===== config.mk =====
export PLATFORM = sky130hd
export DESIGN_NAME = decimal_to_binary64_converter
export DESIGN_NICKNAME = d
export VERILOG_FILES = /design/src/design/dtb_pkg.sv /design/src/design/dtb_datapath.sv /design/src/design/dtb_ctrl.sv /design/src/design/decimal_to_binary64_converter.sv
export SDC_FILE = /design/constraint.sdc
export NUM_CORES = 2
export LEC_CHECK = 0
export ABC_CLOCK_PERIOD_IN_PS = 113800
export BUFFER_PORTS_ARGS = -buffer_cell sky130_fd_sc_hd__buf_4
export CORE_UTILIZATION = 28
export CTS_CLUSTER_DIAMETER = 50
export DETAILED_ROUTE_END_ITERATION = 7
export GPL_ROUTABILITY_DRIVEN = 0
export PLACE_DENSITY = 0.54
export REMOVE_ABC_BUFFERS = 1
export SLEW_MARGIN = 20
export SYNTH_ARGS = -nofsm -noshare
export SYNTH_HDL_FRONTEND = slang
export SYNTH_HIERARCHICAL = 1
export SYNTH_SLANG_ARGS = --single-unit

===== constraint.sdc =====
create_clock -name clk -period 113.8 [get_ports clk]
set_clock_uncertainty 0.15 [all_clocks]
set_input_delay 5.69 -clock clk [delete_from_list [all_inputs] [get_ports clk]]
set_output_delay 5.69 -clock clk [all_outputs]
set_load 0.02 [all_outputs]

===== src/design/dtb_pkg.sv =====
// ----------------------------------------------------------------------------
// dtb_pkg
// Shared types, constants and helpers of the decimal to binary64 converter:
// controller commands and status, state encoding, format constants.
// ----------------------------------------------------------------------------
package dtb_pkg;

  // word and field widths
  localparam int WORD_W          = 32;
  localparam int MANT_W          = 64;
  localparam int SCALE_W         = 10;
  localparam int RES_W           = 64;
  localparam int STAT_W          = 2;
  localparam int Q_W             = 64;
  localparam int TOP_W           = 6;
  localparam int EXP_FIELD_W     = 11;

  // defaults for the top level parameters
  localparam int BIG_WORDS_DEF   = 48;
  localparam int SCALE_LIMIT_DEF = 400;

  // binary64 format
  localparam int FRAC_BITS       = 52;
  localparam int PREC_BITS       = 53;
  localparam int SIGN_POS        = 63;
  localparam int EXP_BIAS        = 1023;
  localparam int EXP_MAX         = 1023;
  localparam int EXP_MIN         = -1022;
  localparam int SUB_SCALE       = 1074;
  localparam int TOP_MAX         = 63;

  // status codes
  localparam logic [STAT_W-1:0] STAT_OK    = 2'd0;
  localparam logic [STAT_W-1:0] STAT_SCALE = 2'd1;
  localparam logic [STAT_W-1:0] STAT_OVF   = 2'd2;
  localparam logic [STAT_W-1:0] STAT_UNF   = 2'd3;

  // datapath operations
  typedef enum logic [3:0] {
    OP_NONE,
    OP_LOAD,
    OP_CHECK,
    OP_MUL5,
    OP_BITS,
    OP_EST,
    OP_WSHIFT,
    OP_BSHIFT,
    OP_CMP,
    OP_EXP,
    OP_TOP,
    OP_QBIT,
    OP_SUBSH,
    OP_ROUND,
    OP_EMIT
  } op_t;

  // controller states
  typedef enum logic [4:0] {
    ST_IDLE,
    ST_CHECK,
    ST_MUL,
    ST_BITS1,
    ST_EST,
    ST_SHW,
    ST_SHB,
    ST_CMPE,
    ST_EXP,
    ST_OVF,
    ST_BITS2,
    ST_TOP,
    ST_DCMP,
    ST_QBIT,
    ST_DSUB,
    ST_RCMP,
    ST_ROUND,
    ST_FIN
  } state_t;

  // command from controller to datapath
  typedef struct packed {
    op_t  op;
    logic first;
    logic last;
  } cmd_t;

  // status from datapath to controller
  typedef struct packed {
    logic scale_bad;
    logic mant_zero;
    logic mul_none;
    logic mul_last;
    logic sh_words_zero;
    logic overflow;
    logic steps_zero;
    logic out_full;
  } stat_t;

  // bit length of one word, zero for a zero word
  function automatic logic [5:0] word_len(input logic [WORD_W-1:0] w);
    logic [5:0] n;
    n = '0;
    for (int i = 0; i < WORD_W; i++) begin
      if (w[i]) n = 6'(i + 1);
    end
    return n;
  endfunction

endpackage


===== src/design/dtb_datapath.sv =====
// ----------------------------------------------------------------------------
// dtb_datapath
// Rotating big-integer registers for numerator and denominator, word-serial
// multiply by five, bit length, shift, compare and subtract, plus the
// exponent, quotient and rounding logic and the output register.
// ----------------------------------------------------------------------------
module dtb_datapath #(
  parameter int BIG_WORDS   = dtb_pkg::BIG_WORDS_DEF,
  parameter int SCALE_LIMIT = dtb_pkg::SCALE_LIMIT_DEF
) (
  input  logic                                 clk,
  input  logic                                 rst,
  input  dtb_pkg::cmd_t                        cmd,
  output dtb_pkg::stat_t                       stat,
  input  logic [dtb_pkg::MANT_W-1:0]           mantissa,
  input  logic signed [dtb_pkg::SCALE_W-1:0]   dec_exponent,
  input  logic                                 negative,
  input  logic                                 out_ready,
  output logic                                 out_valid,
  output logic [dtb_pkg::RES_W-1:0]            result_bits,
  output logic [dtb_pkg::STAT_W-1:0]           status
);
  import dtb_pkg::*;

  localparam int BIG_BITS = BIG_WORDS * WORD_W;
  localparam int BIT_W    = $clog2(BIG_BITS + 1);
  localparam int EW       = BIT_W + 3;

  localparam logic signed [EW-1:0]        E_MAX  = EW'(EXP_MAX);
  localparam logic signed [EW-1:0]        E_MIN  = EW'(EXP_MIN);
  localparam logic signed [EW-1:0]        E_BIAS = EW'(EXP_BIAS);
  localparam logic signed [SCALE_W:0]     SL_POS = (SCALE_W + 1)'(SCALE_LIMIT);
  localparam logic signed [SCALE_W:0]     SL_NEG = (SCALE_W + 1)'(-SCALE_LIMIT);

  // big registers, word 0 is the one being worked on
  logic [BIG_WORDS-1:0][WORD_W-1:0] num, den;

  // item registers
  logic signed [SCALE_W-1:0] s;
  logic                      sign;
  logic                      mz;
  logic [SCALE_W-1:0]        mul_left;

  // word-serial carries and flags
  logic [2:0]        carry;
  logic              borrow, sc;
  logic              c_ne, c_gt;
  logic [WORD_W-1:0] sh_cin;

  // bit length scan
  logic [BIT_W-1:0] pos, bn, bd;

  // exponent, shift and quotient
  logic signed [EW-1:0] e0, e;
  logic                 normal;
  logic                 sh_tgt;
  logic [BIT_W-6:0]     sh_words;
  logic [4:0]           sh_bits;
  logic [TOP_W-1:0]     steps;
  logic [Q_W-1:0]       q;

  // pending result
  logic [RES_W-1:0]  res_bits;
  logic [STAT_W-1:0] res_st;

  // combinational helpers
  logic                 s_neg;
  logic [WORD_W-1:0]    w_side, w_tgt, bsh_cin, bsh_word;
  logic [2:0]           mul_cin;
  logic [WORD_W+2:0]    prod;
  logic [2*WORD_W-1:0]  bsh_wide;
  logic                 ge, lt, sub_bin, sub_sin;
  logic [WORD_W:0]      sub_diff;
  logic [BIT_W-1:0]     base;
  logic                 cmp_ne_in, cmp_gt_in;
  logic signed [EW-1:0] bn_s, bd_s, s_ext, j_val, diff_bits, e_new, delta_val;
  logic signed [EW-1:0] top_s, sh_src;
  logic [EW-1:0]        sh_mag;
  logic                 normal_new, sh_tgt_new;
  logic [TOP_W-1:0]     top6;
  logic signed [SCALE_W:0] s_wide;
  logic [SCALE_W-1:0]   scale_mag;

  // rounding
  logic                 up, carry53, ovf2;
  logic [Q_W-1:0]       qr, qf;
  logic signed [EW-1:0] ef, bexp;
  logic [RES_W-1:0]     round_bits;
  logic [STAT_W-1:0]    round_st;

  // word-serial arithmetic
  assign s_neg    = s[SCALE_W-1];
  assign w_side   = s_neg ? den[0] : num[0];
  assign mul_cin  = cmd.first ? 3'd0 : carry;
  assign prod     = (WORD_W + 3)'({w_side, 2'b00}) + (WORD_W + 3)'(w_side)
                  + (WORD_W + 3)'(mul_cin);
  assign w_tgt    = sh_tgt ? den[0] : num[0];
  assign bsh_wide = (2 * WORD_W)'(w_tgt) << sh_bits;
  assign bsh_cin  = cmd.first ? WORD_W'(0) : sh_cin;
  assign bsh_word = bsh_wide[WORD_W-1:0] | bsh_cin;
  assign ge       = c_gt | ~c_ne;
  assign lt       = c_ne & ~c_gt;
  assign sub_bin  = cmd.first ? 1'b0 : borrow;
  assign sub_sin  = cmd.first ? 1'b0 : sc;
  assign sub_diff = {1'b0, num[0]} - {1'b0, (ge ? den[0] : WORD_W'(0))}
                  - (WORD_W + 1)'(sub_bin);
  assign base      = cmd.first ? BIT_W'(0) : pos;
  assign cmp_ne_in = cmd.first ? 1'b0 : c_ne;
  assign cmp_gt_in = cmd.first ? 1'b0 : c_gt;

  // exponent estimate and shift amounts
  assign bn_s       = signed'(EW'(bn));
  assign bd_s       = signed'(EW'(bd));
  assign s_ext      = EW'(s);
  assign j_val      = bd_s - bn_s;
  assign diff_bits  = bn_s - bd_s;
  assign e_new      = e0 - EW'(lt);
  assign normal_new = e_new >= E_MIN;
  assign delta_val  = normal_new ? (EW'(FRAC_BITS) + EW'(lt)) : (EW'(SUB_SCALE) + e0);
  assign top_s      = signed'(EW'(top6));

  // quotient width, clamped to the 64-bit quotient register
  always_comb begin
    priority if (diff_bits < 0) top6 = '0;
    else if (diff_bits > EW'(TOP_MAX)) top6 = TOP_W'(TOP_MAX);
    else top6 = diff_bits[TOP_W-1:0];
  end

  // shift source for alignment, division scaling and divisor placement
  always_comb begin
    priority if (cmd.op == OP_EST) sh_src = j_val;
    else if (cmd.op == OP_EXP) sh_src = delta_val;
    else sh_src = top_s;
  end
  assign sh_tgt_new = (cmd.op == OP_TOP) ? 1'b1 : (sh_src < 0);
  assign sh_mag     = sh_src[EW-1] ? -sh_src : sh_src;

  // scale range
  assign s_wide    = (SCALE_W + 1)'(s);
  assign scale_mag = dec_exponent[SCALE_W-1] ? -dec_exponent : dec_exponent;

  // round half to even and pack
  assign up      = c_gt | (~c_ne & q[0]);
  assign qr      = q + Q_W'(up);
  assign carry53 = qr == (Q_W'(1) << PREC_BITS);
  assign qf      = carry53 ? (qr >> 1) : qr;
  assign ef      = e + EW'(carry53);
  assign ovf2    = ef > E_MAX;
  assign bexp    = ef + E_BIAS;

  always_comb begin
    if (normal) begin
      if (ovf2) begin
        round_bits = '0;
        round_st   = STAT_OVF;
      end else begin
        round_bits = {sign, bexp[EXP_FIELD_W-1:0], qf[FRAC_BITS-1:0]};
        round_st   = STAT_OK;
      end
    end else begin
      if (qr == '0) begin
        round_bits = '0;
        round_st   = STAT_UNF;
      end else begin
        round_bits = {sign, (SIGN_POS - PREC_BITS)'(0), qr[PREC_BITS-1:0]};
        round_st   = STAT_OK;
      end
    end
  end

  // status to the controller
  assign stat.scale_bad     = (s_wide > SL_POS) || (s_wide < SL_NEG);
  assign stat.mant_zero     = mz;
  assign stat.mul_none      = mul_left == '0;
  assign stat.mul_last      = mul_left == SCALE_W'(1);
  assign stat.sh_words_zero = sh_words == '0;
  assign stat.overflow      = e > E_MAX;
  assign stat.steps_zero    = steps == '0;
  assign stat.out_full      = out_valid & ~out_ready;

  // output handshake
  always_ff @(posedge clk) begin
    if (rst) begin
      out_valid <= 1'b0;
    end else begin
      if (out_valid && out_ready) out_valid <= 1'b0;
      if (cmd.op == OP_EMIT) out_valid <= 1'b1;
    end
  end

  // datapath operations
  always_ff @(posedge clk) begin
    unique case (cmd.op)
      OP_NONE: begin
      end
      OP_LOAD: begin
        num      <= BIG_BITS'(mantissa);
        den      <= BIG_BITS'(1);
        s        <= dec_exponent;
        sign     <= negative;
        mz       <= mantissa == '0;
        mul_left <= scale_mag;
      end
      OP_CHECK: begin
        res_bits <= stat.scale_bad ? RES_W'(0) : {sign, (RES_W - 1)'(0)};
        res_st   <= stat.scale_bad ? STAT_SCALE : STAT_OK;
      end
      OP_MUL5: begin
        if (s_neg) den <= {prod[WORD_W-1:0], den[BIG_WORDS-1:1]};
        else num <= {prod[WORD_W-1:0], num[BIG_WORDS-1:1]};
        carry <= prod[WORD_W+2:WORD_W];
        if (cmd.last) mul_left <= mul_left - SCALE_W'(1);
      end
      OP_BITS: begin
        num <= {num[0], num[BIG_WORDS-1:1]};
        den <= {den[0], den[BIG_WORDS-1:1]};
        pos <= base + BIT_W'(WORD_W);
        if (num[0] != '0) bn <= base + BIT_W'(word_len(num[0]));
        else if (cmd.first) bn <= '0;
        if (den[0] != '0) bd <= base + BIT_W'(word_len(den[0]));
        else if (cmd.first) bd <= '0;
      end
      OP_EST: begin
        e0       <= bn_s - bd_s + s_ext;
        sh_tgt   <= sh_tgt_new;
        sh_words <= sh_mag[BIT_W-1:5];
        sh_bits  <= sh_mag[4:0];
      end
      OP_WSHIFT: begin
        if (sh_tgt) den <= {den[BIG_WORDS-2:0], WORD_W'(0)};
        else num <= {num[BIG_WORDS-2:0], WORD_W'(0)};
        sh_words <= sh_words - (BIT_W - 5)'(1);
      end
      OP_BSHIFT: begin
        if (sh_tgt) den <= {bsh_word, den[BIG_WORDS-1:1]};
        else num <= {bsh_word, num[BIG_WORDS-1:1]};
        sh_cin <= bsh_wide[2*WORD_W-1:WORD_W];
      end
      OP_CMP: begin
        num <= {num[0], num[BIG_WORDS-1:1]};
        den <= {den[0], den[BIG_WORDS-1:1]};
        if (num[0] != den[0]) begin
          c_ne <= 1'b1;
          c_gt <= num[0] > den[0];
        end else begin
          c_ne <= cmp_ne_in;
          c_gt <= cmp_gt_in;
        end
      end
      OP_EXP: begin
        e        <= e_new;
        normal   <= normal_new;
        res_bits <= '0;
        res_st   <= STAT_OVF;
        sh_tgt   <= sh_tgt_new;
        sh_words <= sh_mag[BIT_W-1:5];
        sh_bits  <= sh_mag[4:0];
      end
      OP_TOP: begin
        steps    <= top6;
        q        <= '0;
        sh_tgt   <= sh_tgt_new;
        sh_words <= sh_mag[BIT_W-1:5];
        sh_bits  <= sh_mag[4:0];
      end
      OP_QBIT: begin
        q <= {q[Q_W-2:0], ge};
      end
      OP_SUBSH: begin
        // partial remainder, less the aligned divisor when not smaller, doubled
        num    <= {{sub_diff[WORD_W-2:0], sub_sin}, num[BIG_WORDS-1:1]};
        den    <= {den[0], den[BIG_WORDS-1:1]};
        borrow <= sub_diff[WORD_W];
        sc     <= sub_diff[WORD_W-1];
        if (cmd.last && (steps != '0)) steps <= steps - TOP_W'(1);
      end
      OP_ROUND: begin
        res_bits <= round_bits;
        res_st   <= round_st;
      end
      OP_EMIT: begin
        result_bits <= res_bits;
        status      <= res_st;
      end
      default: begin
      end
    endcase
  end

`ifndef NO_ASSERTIONS
  a_emit_valid: assert property (@(posedge clk) disable iff (rst)
    cmd.op == OP_EMIT |=> out_valid)
    else $error("result not presented after emit");
  a_err_zero: assert property (@(posedge clk) disable iff (rst)
    out_valid && status != STAT_OK |-> result_bits == '0)
    else $error("error status with non-zero result");
  a_out_hold: assert property (@(posedge clk) disable iff (rst)
    out_valid && !out_ready |=> out_valid && $stable(result_bits) && $stable(status))
    else $error("result changed while the receiver stalls");
`endif

endmodule


===== src/design/dtb_ctrl.sv =====
// ----------------------------------------------------------------------------
// dtb_ctrl
// Sequencer of the converter: walks the datapath through load, scaling by
// powers of five, exponent search, alignment, long division and rounding.
// ----------------------------------------------------------------------------
module dtb_ctrl #(
  parameter int BIG_WORDS = dtb_pkg::BIG_WORDS_DEF
) (
  input  logic           clk,
  input  logic           rst,
  input  logic           in_valid,
  output logic           in_ready,
  input  dtb_pkg::stat_t stat,
  output dtb_pkg::cmd_t  cmd
);
  import dtb_pkg::*;

  localparam int IDX_W = $clog2(BIG_WORDS);

  state_t           state, state_next;
  state_t           ret, ret_next;
  logic [IDX_W-1:0] idx, idx_next;
  logic             first, last, in_pass;

  assign first = idx == '0;
  assign last  = idx == IDX_W'(BIG_WORDS - 1);

  // state register
  always_ff @(posedge clk) begin
    if (rst) begin
      state <= ST_IDLE;
      ret   <= ST_IDLE;
      idx   <= '0;
    end else begin
      state <= state_next;
      ret   <= ret_next;
      idx   <= idx_next;
    end
  end

  // word passes share one counter
  always_comb begin
    in_pass = (state == ST_MUL) || (state == ST_BITS1) || (state == ST_SHB)
           || (state == ST_CMPE) || (state == ST_BITS2) || (state == ST_DCMP)
           || (state == ST_DSUB) || (state == ST_RCMP);
    idx_next = idx;
    if (in_pass) idx_next = last ? '0 : idx + IDX_W'(1);
  end

  // next state and commands
  always_comb begin
    state_next = state;
    ret_next   = ret;
    in_ready   = 1'b0;
    cmd.op     = OP_NONE;
    cmd.first  = first;
    cmd.last   = last;
    unique case (state)
      ST_IDLE: begin
        in_ready = 1'b1;
        if (in_valid) begin
          cmd.op     = OP_LOAD;
          state_next = ST_CHECK;
        end
      end
      ST_CHECK: begin
        cmd.op = OP_CHECK;
        priority if (stat.scale_bad || stat.mant_zero) state_next = ST_FIN;
        else if (stat.mul_none) state_next = ST_BITS1;
        else state_next = ST_MUL;
      end
      ST_MUL: begin
        cmd.op = OP_MUL5;
        if (last && stat.mul_last) state_next = ST_BITS1;
      end
      ST_BITS1: begin
        cmd.op = OP_BITS;
        if (last) state_next = ST_EST;
      end
      ST_EST: begin
        cmd.op     = OP_EST;
        ret_next   = ST_CMPE;
        state_next = ST_SHW;
      end
      ST_SHW: begin
        if (stat.sh_words_zero) state_next = ST_SHB;
        else cmd.op = OP_WSHIFT;
      end
      ST_SHB: begin
        cmd.op = OP_BSHIFT;
        if (last) state_next = ret;
      end
      ST_CMPE: begin
        cmd.op = OP_CMP;
        if (last) state_next = ST_EXP;
      end
      ST_EXP: begin
        cmd.op     = OP_EXP;
        state_next = ST_OVF;
      end
      ST_OVF: begin
        if (stat.overflow) begin
          state_next = ST_FIN;
        end else begin
          ret_next   = ST_BITS2;
          state_next = ST_SHW;
        end
      end
      ST_BITS2: begin
        cmd.op = OP_BITS;
        if (last) state_next = ST_TOP;
      end
      ST_TOP: begin
        cmd.op     = OP_TOP;
        ret_next   = ST_DCMP;
        state_next = ST_SHW;
      end
      ST_DCMP: begin
        cmd.op = OP_CMP;
        if (last) state_next = ST_QBIT;
      end
      ST_QBIT: begin
        cmd.op     = OP_QBIT;
        state_next = ST_DSUB;
      end
      ST_DSUB: begin
        cmd.op = OP_SUBSH;
        if (last) state_next = stat.steps_zero ? ST_RCMP : ST_DCMP;
      end
      ST_RCMP: begin
        cmd.op = OP_CMP;
        if (last) state_next = ST_ROUND;
      end
      ST_ROUND: begin
        cmd.op     = OP_ROUND;
        state_next = ST_FIN;
      end
      ST_FIN: begin
        if (!stat.out_full) begin
          cmd.op     = OP_EMIT;
          state_next = ST_IDLE;
        end
      end
      default: begin
        state_next = ST_IDLE;
      end
    endcase
  end

`ifndef NO_ASSERTIONS
  a_accept_check: assert property (@(posedge clk) disable iff (rst)
    in_valid && in_ready |=> state == ST_CHECK)
    else $error("accepted transfer not followed by range check");
  a_emit_free: assert property (@(posedge clk) disable iff (rst)
    cmd.op == OP_EMIT |-> !stat.out_full)
    else $error("emit into an occupied output register");
  a_pass_aligned: assert property (@(posedge clk) disable iff (rst)
    state != ST_IDLE && $past(state) == ST_IDLE |-> idx == '0)
    else $error("word counter not at zero on a new item");
`endif

endmodule


===== src/design/decimal_to_binary64_converter.sv =====
// ----------------------------------------------------------------------------
// decimal_to_binary64_converter
// Correctly rounded conversion of a decimal significand and power-of-ten
// scale to a binary64 bit pattern, with a status code.
// ----------------------------------------------------------------------------
// Usage:
//   Input channel in_valid/in_ready carries mantissa, dec_exponent and
//   negative; output channel out_valid/out_ready carries result_bits and
//   status. Each input transfer yields exactly one output transfer.
//   One item is worked on at a time; in_ready is high whenever the
//   sequencer is idle, even while a finished result waits in the output
//   register, so the next item overlaps the stalled one.
//   The work is done in word-serial passes over BIG_WORDS words (one word
//   per cycle): one pass per power of five, then seven passes for bit
//   lengths, alignment and compares, three of them aligning after word
//   shifts of 32 bits each, and a compare and a subtract pass per bit of
//   long division. Range errors and zero mantissas go from the range
//   check straight to the emit step.
//   A result that is not taken holds the sequencer before its emit step.
//   Reset (synchronous) returns the sequencer to idle and empties the
//   output register; no clearing pass is needed.
// ----------------------------------------------------------------------------
module decimal_to_binary64_converter #(
  parameter int BIG_WORDS   = dtb_pkg::BIG_WORDS_DEF,
  parameter int SCALE_LIMIT = dtb_pkg::SCALE_LIMIT_DEF
) (
  input  logic                               clk,
  input  logic                               rst,
  input  logic                               in_valid,
  output logic                               in_ready,
  input  logic [dtb_pkg::MANT_W-1:0]         mantissa,
  input  logic signed [dtb_pkg::SCALE_W-1:0] dec_exponent,
  input  logic                               negative,
  output logic                               out_valid,
  input  logic                               out_ready,
  output logic [dtb_pkg::RES_W-1:0]          result_bits,
  output logic [dtb_pkg::STAT_W-1:0]         status
);
  import dtb_pkg::*;

  cmd_t  cmd;
  stat_t stat;

  // sequencer
  dtb_ctrl #(
    .BIG_WORDS (BIG_WORDS)
  ) u_ctrl (
    .clk      (clk),
    .rst      (rst),
    .in_valid (in_valid),
    .in_ready (in_ready),
    .stat     (stat),
    .cmd      (cmd)
  );

  // big-integer datapath and output register
  dtb_datapath #(
    .BIG_WORDS   (BIG_WORDS),
    .SCALE_LIMIT (SCALE_LIMIT)
  ) u_datapath (
    .clk           (clk),
    .rst           (rst),
    .cmd           (cmd),
    .stat          (stat),
    .mantissa      (mantissa),
    .dec_exponent  (dec_exponent),
    .negative      (negative),
    .out_ready     (out_ready),
    .out_valid     (out_valid),
    .result_bits   (result_bits),
    .status        (status)
  );

endmodule


After elaboration in Yosys (flattened, before gate mapping)
Cells that the tools add are included.
{"block": "classes", "n_addsub": 22, "n_lt_le_gt_ge": 9, "n_eq_ne": 55, "n_shift": 1, "mux": 139, "bitwise_logic": 9, "reduce_logical": 49}
{"cell": "1536-bit two-way mux", "count": 6}
{"cell": "1536-bit one-hot mux with 6 select lines", "count": 1}
{"cell": "1536-bit one-hot mux with 5 select lines", "count": 1}
{"cell": "64-bit two-way mux", "count": 4}
{"cell": "5-bit two-way mux", "count": 46}
{"cell": "64-bit one-hot mux with 3 select lines", "count": 1}
{"cell": "64-bit zero test", "count": 2}
{"cell": "32-bit two-way mux", "count": 4}
{"cell": "64-bit one-hot mux with 2 select lines", "count": 1}
{"cell": "5-bit one-hot mux with 17 select lines", "count": 1}
{"cell": "4-bit two-way mux", "count": 17}
{"cell": "64-bit by 1-bit adder with 64-bit output", "count": 1}
{"cell": "64-bit by 54-bit == test with 1-bit output (second input constant)", "count": 1}
{"cell": "32-bit nonzero test", "count": 2}
{"cell": "32-bit by 5-bit << shifter with 64-bit output", "count": 1}
{"cell": "6-bit two-way mux", "count": 10}
{"cell": "4-bit one-hot mux with 14 select lines", "count": 1}
{"cell": "11-bit two-way mux", "count": 5}
{"cell": "52-bit two-way mux", "count": 1}
{"cell": "14-bit two-way mux", "count": 3}
{"cell": "5-bit by 4-bit == test with 1-bit output (second input constant)", "count": 8}
{"cell": "34-bit by 32-bit adder with 35-bit output", "count": 1}
{"cell": "35-bit by 3-bit adder with 35-bit output", "count": 1}
{"cell": "32-bit by 32-bit subtractor with 33-bit output", "count": 1}
{"cell": "62 further kinds", "count": 164}
{"block": "word_totals", "ff_bits": 3426, "output_inout_bits": 68, "word_cells": 409}

Depth between registers and ports, before layout
{"block": "logic_depth", "ltp_word": 36, "depth_mapped": 25, "mapped_depth_nobuf": 24}

Cells and area by module
The synthesis kept the hierarchy.
{"module": "dtb_datapath", "instances": 1, "cells_per_inst": 9868, "area_per_inst_um2": 149076.7, "seq_area_each_um2": 102328.1}
{"module": "dtb_ctrl", "instances": 1, "cells_per_inst": 171, "area_per_inst_um2": 1276.2, "seq_area_each_um2": 300.3}

Worst setup path after synthesis
No wires, ideal clock.
{"block": "synth_path", "path_type": "input port to flip-flop", "start": "input out_ready", "end": "register u_datapath/num[0] (netlist name) (enable)", "arrival_ns": 113.685, "slack_ns": -5.610, "cell_stages": 11, "cell_sequence": "nor2b_1 > o22ai_1 > a21oi_1 > a2bb2oi_1 > o21ai_0 > clkbuf_1 > clkbuf_1 > nand2_1 > nor2_1 > a21oi_1 > o21ai_0"}
{"item": "start, declared", "line_no": "decimal_to_binary64_converter.sv:35", "source": "input logic out_ready,"}
{"item": "end signal, assigned", "line_no": "dtb_datapath.sv:197", "source": "num <= BIG_BITS'(mantissa);"}
{"item": "end signal, assigned", "line_no": "dtb_datapath.sv:210", "source": "else num <= {prod[WORD_W-1:0], num[BIG_WORDS-1:1]};"}
{"item": "end signal, assigned", "line_no": "dtb_datapath.sv:215", "source": "num <= {num[0], num[BIG_WORDS-1:1]};"}
{"item": "end, declared", "line_no": "dtb_datapath.sv:36", "source": "logic [BIG_WORDS-1:0][WORD_W-1:0] num, den;"}

==> metrics.yaml <==
synth_adder_area_share_pct: 1.98
die_area_um2: 540000
cts_buffers: 406
max_slew_margin_pct: 15.2
synth_seq_cells: 3423
ys_types: 101
drv_cap: 0
grt_max_degree: 249
netlist_area_um2: 150000
critPathRequiredTime_ns: 114.20
maxSlewViolCount: 0
cts_resized: 0
clkSinkCount: 3423
grt_pass1_vias: 85500
post-cts-setup-buffer-count: 0
synth_top_area_share_pct: 68.0
synth_compound_area_share_pct: 20.4
synthSimpleGateAreaFrac_pct: 4.21
synth-seq-area-share_pct: 68.3
firstDrtPassIters: 6
nets: 10200
final-hold-violation-count: 0
postSynthCellCount: 10000
antenna_left: 0
fin_crit_sh_pct: 11.4
via_per_inst: 5.14
regToRegEndpoint: "u_datapath/den[463]"
initial_core_util_pct: 28.2
num_vias: 89500
grt_busiest_layer: "met1"
die_w_um: 735
drc_errors: 0
core_um2: 534000
antenna_found_initial: 42
ys_top_cells_by_count: "edfxtp_1 (3407), a22o_1 (2886), clkbuf_1 (785), nand2_1 (360), nor2_1 (328)"
status: "finished, final reports clean"
synthFlopType: "edfxtp_1"
portBuffers: 146
grt-ovfl-total: 0
wirelength_mm: 353
fin_crit_ns: 12.95
synthMuxAreaShare_pct: 1.14
ys_warn_count: 6
cp-start-kind: "input port"
synth_top_family_by_area: "compound AO/OA/AOI/OAI gates"
grt_util_met3_pct: 2.16
drive_gt1_share_pct: 10.0
use_met1_pct: 18.8
synth-edff-count: 3407
cts_htree_levels: 5
grt.met2_usage_pct: 17.8
synth_xor_area_share_pct: 1.36
r2r-start: "u_datapath/sh_words[3]"
crit_end: "u_datapath/den[463]"
critPathMaxFanout: 202
cts_tree: "built"
worst_slew_pin_slew_ns: 1.27
area_growth_pct: 14.5
cts-root-buf: "clkbuf_16"
worstPathArrival_ns: 13.36
cts_buffer_depth: 4
yosysMostFrequentCell: "edfxtp_1"
hold_path_class: "register to register"
hold_buffers: 0
place_hpwl_mm: 214
ioPinCount: 147
ys_top_cells_by_area: "edfxtp_1 (68%), a22o_1 (17%), clkbuf_1 (2.0%)"
crit_start: "out_ready"
grt_setup_unrepaired: "false"
setup-violations-final: 0
end_kind: "register"
async_flop_share_pct: 0
synth.largest_area_cell: "edfxtp_1"
routedWlPerCell_um: 20.3
crit_type: "input port to register"
die_height_um: 735
cts.clk_slew.worst_paths_ns: 0.06
post_synth.cell_area_avg_um2: 15.0
final.setup.tns_ns: 0
reg2reg_depth: 15
grt_util_all_layers_pct: 12.4
rows: 268
insertion_delay_ns: 0.97
grt_pass1_wl_mm: 541
drtIter0Drc: 9502
r2r_slack_ns: 104.70
fmax_ghz: 0.0772
-- cells by family after synthesis --
group,after synthesis
AO/OA/AOI/OAI,3669
flip-flops,3423
AND/OR/NAND/NOR,1292
buffers and inverters,1061
XOR/XNOR,234
adder cells (fa/ha/maj),233
multiplexers,127
-- registers in the layout (all words and copies together), names as in the netlist, 6 cells and up --
| name | count |
|---|---|
| u_datapath/result_bits | 64 |
| u_datapath/pos | 11 |
| u_datapath/bn | 11 |
| u_datapath/e | 14 |
| u_datapath/res_bits | 64 |
| u_ctrl/idx | 6 |
| u_datapath/steps | 6 |
| u_datapath/bd | 11 |
| u_datapath/mul_left | 10 |
| u_datapath/q | 64 |
| u_datapath/den | 1536 |
| u_datapath/num | 1536 |
| u_datapath/e0 | 13 |
| u_datapath/sh_words | 6 |
| u_datapath/sh_cin | 31 |
| u_datapath/s | 10 |
-- through the flow --
step                instance area [µm²]  setup slack (ns)  util (%)  hold WS [ns]  instances
finish                           172000            100.85      32.2         0.217      17400
global route                     172000            100.20      32.2         0.214      17400
CTS                              172000            100.52      32.2         0.203      17400
detailed placement               159000             99.48      29.7         0.255      16600
global placement                 159000             99.57      29.7         0.253      16600
floorplan                        147000            -34.28         -         0.250       9211
-- how the worst min path moves through the flow --
| stage | from | endpoint | slack [ns] | cells after the start |
|---|---|---|---|---|
| 6_report | u_datapath/res_bits[33] | u_datapath/result_bits[33] | 0.22 | 0 |
| 5_1_grt | u_datapath/res_bits[33] | u_datapath/result_bits[33] | 0.21 | 0 |
| 4_1_cts | u_datapath/res_bits[33] | u_datapath/result_bits[33] | 0.20 | 0 |
| 3_3_place_gp | u_datapath/res_bits[43] | u_datapath/result_bits[43] | 0.25 | 0 |
| 3_5_place_dp | u_datapath/res_bits[27] | u_datapath/result_bits[27] | 0.25 | 0 |
| 2_1_floorplan | u_datapath/res_bits[0] | u_datapath/result_bits[0] | 0.25 | 0 |
-- per-layer routing --
| layer | vias to the layer above | part of all wire [%] |
|---|---|---|
| met2 | 2289 | 43 |
| met1 | 45800 | 48 |
| met3 | 593 | 5.7 |
| met5 | - | 0.046 |
| met4 | 26 | 3.1 |
| li1 | 40800 | - |
-- layout make-up --
cell class	instances	area [µm²]
Fill cell	52200	362000
Tap cell	7155	8950
Multi-Input combinational cell	5555	43900
Sequential cell	3423	103000
Antenna cell	9	22.5
Timing Repair Buffer	285	2370
Inverter	233	875
Clock inverter	257	2920
Clock buffer	481	10500
-- critical path, stage by stage --
cell and delay (ns):
buf_4 0.11, nor2b_1 0.43, o22ai_1 0.23, nand2_1 0.12, o21ai_1 0.33, nor2_1 0.50
o21ai_0 0.43, o21ai_4 0.36, buf_16 0.25, buf_4 0.55, buf_12 0.66, buf_4 0.85
buf_4 0.69, buf_4 0.85, buf_4 0.86
-- cell usage in the layout (no fill, tap or decap), types with 59 or more instances in the layout --
cell       instances
nand2_1          358
nand3_1           86
xor2_1            90
a21oi_1          137
o21ai_0          211
nor3_1            92
nor2_1           323
buf_4            265
a21o_1            59
mux2i_1           62
clkinv_1          66
clkbuf_1          72
clkbuf_16        409
edfxtp_1        3407
inv_1            227
ha_1             224
a22o_1          2886
xnor2_1          144
and2_1           108
Power is not shown: default switching activity piles up to over one toggle a cycle in this logic, so the estimate is an artifact.
